File: src/rtl/irig_h_frame_encoder_assert.svh
// Assertion macros for the IRIG-H frame encoder.
// Expects clk and rst_n in the scope of each use.
`ifndef IRIG_H_FRAME_ENCODER_ASSERT_SVH
`define IRIG_H_FRAME_ENCODER_ASSERT_SVH

// Check that cond holds whenever trig holds in the same cycle
`define IRIGHFE_ASSERT_SAME(label, trig, cond) \
  label: assert property (@(posedge clk) disable iff (!rst_n) (trig) |-> (cond)) \
    else $error("irighfe assertion failed");

// Check that cond holds in the cycle after trig
`define IRIGHFE_ASSERT_NEXT(label, trig, cond) \
  label: assert property (@(posedge clk) disable iff (!rst_n) (trig) |=> (cond)) \
    else $error("irighfe assertion failed");

`endif

File: src/rtl/irighfe_pkg.sv
// Shared types, constants and functions of the IRIG-H frame encoder.
// Used by irighfe_code, irighfe_ticks and irig_h_frame_encoder; no dependencies.
package irighfe_pkg;

  localparam int unsigned FRAME_BITS = 60;
  localparam logic [5:0]  LAST_BIT   = 6'd59;

  // Position markers at bits 0, 9, 19, 29, 39, 49 and 59
  localparam logic [FRAME_BITS-1:0] MARK_MASK =
    (60'd1 << 0)  | (60'd1 << 9)  | (60'd1 << 19) | (60'd1 << 29) |
    (60'd1 << 39) | (60'd1 << 49) | (60'd1 << 59);

  // Configuration register indexes
  localparam logic [1:0] CFG_STRATUM = 2'd0;
  localparam logic [1:0] CFG_DISP    = 2'd1;
  localparam logic [1:0] CFG_PERIOD  = 2'd2;

  // Register reset values
  localparam logic [3:0]  STRATUM_RST = 4'd1;
  localparam logic [15:0] DISP_RST    = 16'd100;
  localparam logic [29:0] PERIOD_RST  = 30'd1000;

  // ceil(2^34 / 5): exact floor(x / 5) for any 32-bit x via (x * RECIP5) >> 34
  localparam logic [31:0] RECIP5      = 32'hCCCC_CCCD;
  localparam int unsigned RECIP5_SH   = 34;

  typedef enum logic [1:0] {
    SYM_ZERO = 2'd0,
    SYM_ONE  = 2'd1,
    SYM_MARK = 2'd2
  } sym_t;

  // Weights of the greedy BCD decomposition; every field uses a prefix
  localparam logic [8:0] WT [10] = '{
    9'd1, 9'd2, 9'd4, 9'd8, 9'd10, 9'd20, 9'd40, 9'd80, 9'd100, 9'd200
  };

  // Dispersion class band limits in microseconds
  localparam logic [15:0] DISP_LIM [7] = '{
    16'd250, 16'd500, 16'd1000, 16'd2000, 16'd4000, 16'd8000, 16'd16000
  };

  typedef struct packed {
    logic [5:0] seconds;
    logic [5:0] minutes;
    logic [4:0] hours;
    logic [8:0] day_of_year;
    logic [6:0] year_of_century;
  } time_t;

  typedef struct packed {
    logic [1:0] strat_code;
    logic [2:0] disp_class;
  } status_t;

  typedef struct packed {
    logic [29:0] t_zero;
    logic [29:0] t_one;
    logic [29:0] t_mark;
  } ticks_t;

  typedef struct packed {
    logic [9:0] mask;
    logic [8:0] rem;
  } greedy_t;

  // Greedy decomposition over weights hi down to lo, largest first
  function automatic greedy_t greedy_part(logic [8:0] value, int lo, int hi);
    greedy_t    g;
    logic [8:0] v;
    v      = value;
    g.mask = '0;
    for (int i = 9; i >= 0; i--) begin
      if (i >= lo && i <= hi && WT[i] <= v) begin
        g.mask[i] = 1'b1;
        v         = v - WT[i];
      end
    end
    g.rem = v;
    return g;
  endfunction

  // Map stratum 1, 2, 3 to codes 0, 1, 2 and anything else to 3
  function automatic logic [1:0] strat_code(logic [3:0] s);
    logic [1:0] c;
    case (s)
      4'd1:    c = 2'd0;
      4'd2:    c = 2'd1;
      4'd3:    c = 2'd2;
      default: c = 2'd3;
    endcase
    return c;
  endfunction

  // Band index of the dispersion: first limit it stays below, else 7
  function automatic logic [2:0] disp_class(logic [15:0] d);
    logic [2:0] c;
    c = 3'd7;
    for (int k = 6; k >= 0; k--) begin
      if (d < DISP_LIM[k]) begin
        c = 3'(k);
      end
    end
    return c;
  endfunction

endpackage

File: src/rtl/irighfe_code.sv
// Two-stage frame coder: greedy BCD decomposition of one time request, with the
// status codes, into the 60-bit mask of binary ones. Depends on irighfe_pkg.
module irighfe_code (
  input  logic                              clk,
  input  logic                              rst_n,
  input  logic                              in_valid,
  output logic                              in_stall,
  input  irighfe_pkg::time_t                in_time,
  input  irighfe_pkg::status_t              status,
  output logic                              out_valid,
  input  logic                              out_stall,
  output logic [irighfe_pkg::FRAME_BITS-1:0] out_ones
);

  // Stage 1: short fields decoded, day split into upper weights and remainder
  logic       s1_v_r, s1_v_nxt;
  logic [6:0] sec_c_r, min_c_r;
  logic [5:0] hr_c_r;
  logic [7:0] yr_c_r;
  logic [4:0] day_hi_r;
  logic [8:0] day_rem_r;

  // Stage 2: assembled ones mask
  logic                              s2_v_r, s2_v_nxt;
  logic [irighfe_pkg::FRAME_BITS-1:0] ones_r, ones_nxt;

  logic s1_en, s2_en;

  irighfe_pkg::greedy_t g_sec, g_min, g_hr, g_yr, g_day_hi, g_day_lo;

  // Advance each stage when it is empty or its content moves on
  assign s2_en    = !s2_v_r || !out_stall;
  assign s1_en    = !s1_v_r || s2_en;
  assign in_stall = !s1_en;

  assign s1_v_nxt = s1_en ? in_valid : s1_v_r;
  assign s2_v_nxt = s2_en ? s1_v_r : s2_v_r;

  // Stage 1 decomposition
  always_comb begin
    g_sec    = irighfe_pkg::greedy_part({3'd0, in_time.seconds}, 0, 6);
    g_min    = irighfe_pkg::greedy_part({3'd0, in_time.minutes}, 0, 6);
    g_hr     = irighfe_pkg::greedy_part({4'd0, in_time.hours}, 0, 5);
    g_yr     = irighfe_pkg::greedy_part({2'd0, in_time.year_of_century}, 0, 7);
    g_day_hi = irighfe_pkg::greedy_part(in_time.day_of_year, 5, 9);
  end

  // Stage 2: finish the day and place all fields
  always_comb begin
    g_day_lo = irighfe_pkg::greedy_part(day_rem_r, 0, 4);
    ones_nxt        = '0;
    ones_nxt[4:1]   = sec_c_r[3:0];
    ones_nxt[8:6]   = sec_c_r[6:4];
    ones_nxt[13:10] = min_c_r[3:0];
    ones_nxt[17:15] = min_c_r[6:4];
    ones_nxt[23:20] = hr_c_r[3:0];
    ones_nxt[26:25] = hr_c_r[5:4];
    ones_nxt[33:30] = g_day_lo.mask[3:0];
    ones_nxt[34+1]  = g_day_lo.mask[4];
    ones_nxt[38:36] = day_hi_r[2:0];
    ones_nxt[41:40] = day_hi_r[4:3];
    ones_nxt[44:43] = status.strat_code;
    ones_nxt[48:46] = status.disp_class;
    ones_nxt[53:50] = yr_c_r[3:0];
    ones_nxt[58:55] = yr_c_r[7:4];
  end

  // Valid bits
  always_ff @(posedge clk) begin
    if (!rst_n) begin
      s1_v_r <= 1'b0;
      s2_v_r <= 1'b0;
    end else begin
      s1_v_r <= s1_v_nxt;
      s2_v_r <= s2_v_nxt;
    end
  end

  // Payload, held while the stage stalls
  always_ff @(posedge clk) begin
    if (s1_en) begin
      sec_c_r   <= g_sec.mask[6:0];
      min_c_r   <= g_min.mask[6:0];
      hr_c_r    <= g_hr.mask[5:0];
      yr_c_r    <= g_yr.mask[7:0];
      day_hi_r  <= g_day_hi.mask[9:5];
      day_rem_r <= g_day_hi.rem;
    end
    if (s2_en) begin
      ones_r <= ones_nxt;
    end
  end

  assign out_valid = s2_v_r;
  assign out_ones  = ones_r;

endmodule

File: config.mk
export PLATFORM = sky130hd
export DESIGN_NAME = irighfe_code
export DESIGN_NICKNAME = d
export VERILOG_FILES = /design/src/rtl/irig_h_frame_encoder_assert.svh /design/src/rtl/irighfe_pkg.sv /design/src/rtl/irighfe_code.sv
export SDC_FILE = /design/constraint.sdc
export NUM_CORES = 1
export LEC_CHECK = 0
export ABC_CLOCK_PERIOD_IN_PS = 9500
export BUFFER_PORTS_ARGS = -buffer_cell sky130_fd_sc_hd__buf_2
export CORE_MARGIN = 3
export CORE_UTILIZATION = 55
export CTS_BUF_LIST = sky130_fd_sc_hd__clkbuf_8
export CTS_CLUSTER_DIAMETER = 80
export DETAILED_ROUTE_END_ITERATION = 6
export PLACE_DENSITY = 0.87
export SETUP_SLACK_MARGIN = 0.5
export SYNTH_ARGS = -nofsm -noshare
export SYNTH_HDL_FRONTEND = slang
export SYNTH_SLANG_ARGS = --single-unit
File: constraint.sdc
create_clock -name clk -period 9.5 [get_ports clk]
set_input_delay 0.95 -clock clk [delete_from_list [all_inputs] [get_ports clk]]
set_output_delay 0.95 -clock clk [all_outputs]
set_load 0.1 [all_outputs]
==> qor.yml <==
htreeDepth: 3
yosysMostFrequentCell: "edfxtp_1"
yosysWarnings: 0
die_area_um2: 17500
fill_cells: 1286
vias: 8276
cts_tree: "done"
hold_viol_final: 0
layout.nets: 1186
hold_path.class: "flop to flop"
fin_tns_setup_ns: 0
cts.repair.resized: 0
core_area_um2: 15400
slew_viol_final: 0
holdWs_ns: 0.423
placed_cell_area_um2: 9320
crit_slowest_cell: "xor2_1"
r2r_start: "day_rem_r[1]"
finalCriticalPeriod_ns: 7.98
total_power_mw: 2.28
row_count: 45
max-cap-violations: 0
status: "finished, final reports clean"
r2r_cells: 18
maxSlewHeadroom_pct: 27.0
r2r_slack_ns: 4.94
syn_area_um2: 8750
clkSlewWorstSetupHoldPaths_ns: 0.09
avgSynthCellArea_um2: 8.56
grt_max_degree: 44
end_kind: "flop"
arrival_ns: 8.17
numCtsBuffers: 9
use_met2_pct: 37.5
first_global_vias: 7536
path_max_fanout: 13
die_w_um: 132
clk_latency_ns: 0.37
drt_iter0_markers: 763
peakVddDrop_mv: 0.151
synth_top_area_share_pct: 29.2
antenna_found_initial: 0
reg2reg_to: "out_ones[30]"
wl_um: 20000
critical_path.startpoint_type: "input pin"
hold-path-endpoint: "out_ones[15]"
die_h_um: 132
yosys-top-cells-count: "edfxtp_1, nor2_1, nand2_1"
required_ns: 9.69
cts-root-buf: "clkbuf_8"
skew_ns: 0.00881
rsz0062_at_grt: "false"
n_antenna_cell: 0
leakage_nw: 3.63
ys_seq_elements: 87
avgViaCountPerCell: 6.29
ys_types: 101
fin_crit_sh_pct: 84.0
grt_first_pass_wirelength_um: 33500
clock_sinks: 87
grt-busiest-layer: "met2"
drive_gt1_share_pct: 14.6
area_growth_pct: 8.68
post_cts_buffers: 0
hold_path.startpoint: "min_c_r[4]"
fmax_ghz: 0.125
drc: 0
portBuffers: 86
drt_pass1_iterations: 5
crit_path_max_incr_delay_ns: 0.49
place_congestion: 0.976
hold_depth: 0
antenna_left: 0
synth-main-ff-cell: "edfxtp_1"
cts-hold-fix-buffers: 0
dp_hpwl_um: 15300
use_met3_pct: 2.98
num_io_pins: 104
cts_buffer_depth: 2
setup_viol: 0
initial_utilization_pct: 56.9
syn_inst: 1023
wl_per_cell_um: 15.2
synthArstFlopShare_pct: 0
tightest_slew_ns: 1.09
grt_overflow_total: 0
worstSetupPathType: "input pin to flop"
netlist_top_cells_area: "edfxtp_1, ha_1, o21ai_0"
synth_area_leader_cell: "edfxtp_1"
grt_use_total_pct: 22.2
synth_edf_count: 85
power_density_nw_per_um2: 239
stdcell_area_um2: 9510
use_met1_pct: 28.6
synth_seq_area_share_pct: 29.6
-- final cells by class --
type	instances	area (um2)	area share [%]
clock buffer	9	124	1.30
clock inverter	7	71.3	0.750
timing repair buffer	87	438	4.60
tap	211	264	2.78
sequential	87	2590	27.3
inverter	74	278	2.92
multi-input combinational	841	5740	60.4
-- power breakdown --
group	internal (mW)	switching (mW)	leakage, nW	total (mW)
clock network	0.122	0.134	0.0937	0.256
logic	0.500	0.975	2.73	1.47
registers	0.510	0.0361	0.798	0.546
total	1.13	1.14	3.63	2.28
-- registers in the layout, summed over array words and instances, names as in the netlist --
| signal | count |
|---|---|
| sec_c_r | 7 |
| day_hi_r | 5 |
| s1_v_r | 1 |
| day_rem_r | 9 |
| hr_c_r | 6 |
| out_valid | 1 |
| min_c_r | 7 |
| yr_c_r | 8 |
| out_ones | 43 |
-- placed cells by master (no fill, tap or decap), types with 7 or more instances in the layout --
| cell type | synthesis | routed |
|---|---|---|
| mux2_2 | 14 | 14 |
| o31ai_1 | 11 | 11 |
| nand3_1 | 30 | 29 |
| mux2i_1 | 24 | 24 |
| ha_1 | 44 | 44 |
| or3_1 | 9 | 9 |
| edfxtp_1 | 85 | 85 |
| a211oi_1 | 15 | 15 |
| nand2_1 | 75 | 74 |
| o22ai_1 | 7 | 7 |
| a21boi_0 | 7 | 7 |
| a211o_1 | 10 | 10 |
| and3_1 | 17 | 17 |
| a21oi_1 | 59 | 59 |
| o211ai_1 | 20 | 20 |
| nor3_1 | 31 | 31 |
| nor2b_1 | 18 | 18 |
| xnor2_1 | 28 | 28 |
| nor2_1 | 76 | 76 |
| conb_1 | 1 | 17 |
| or2_2 | 13 | 13 |
| nand2b_1 | 9 | 9 |
| a221oi_1 | 10 | 10 |
| o21a_1 | 15 | 15 |
| a31oi_1 | 21 | 21 |
| nor4_1 | 11 | 11 |
| clkbuf_8 | 0 | 9 |
| inv_1 | 72 | 72 |
| buf_2 | 2 | 86 |
| a21o_1 | 10 | 10 |
| nand4_1 | 9 | 9 |
| and2_1 | 23 | 23 |
| o21ai_0 | 60 | 60 |
| xor2_1 | 17 | 17 |
-- critical path: cells and delay by family --
kind / cells / cell delay (ns)
AO/OA/AOI/OAI: 6 / 1.48
AND/OR/NAND/NOR: 11 / 2.06
buffers and inverters: 6 / 0.60
multiplexers: 1 / 0.29
XOR/XNOR: 3 / 1.21
adder cells (fa/ha/maj): 5 / 1.56
-- worst max-delay path by stage --
stage	cells past startpoint	from	to	slack, ns
finish	32	in_time[4]	yr_c_r[0]	1.52
global route	32	in_time[4]	yr_c_r[0]	0.88
CTS	32	in_time[4]	yr_c_r[0]	1.67
detailed placement	32	in_time[4]	yr_c_r[0]	1.29
global placement	32	in_time[4]	yr_c_r[0]	1.72
floorplan	32	in_time[4]	yr_c_r[0]	2.48
-- metal layers --
layer / routed length, um / part of all wire [%]
met5: 0 / 0
met2: 9480 / 47
met1: 8650 / 43
met3: 1350 / 6.8
met4: 512 / 2.6
-- cells by family after synthesis --
group	Yosys count	share of synthesized area [%]
simple gates	363	21.9
other cells	1	0.0428
mux	39	4.67
buf+inv	111	5.52
compound gates	333	27.5
flops	87	29.6
fa+ha+maj	44	6.29
xor+xnor	45	4.50
-- per-stage QoR --
stage | utilization [%] | setup WS [ns] | instances
6_report | 61.9 | 1.52 | 1316
5_1_grt | 61.9 | 0.885 | 1316
4_1_cts | 61.9 | 1.67 | 1316
3_5_place_dp | 60.6 | 1.29 | 1300
3_3_place_gp | 60.6 | 1.72 | 1300
2_1_floorplan | - | 2.48 | 1039
Power figures use the tool's default switching activity.
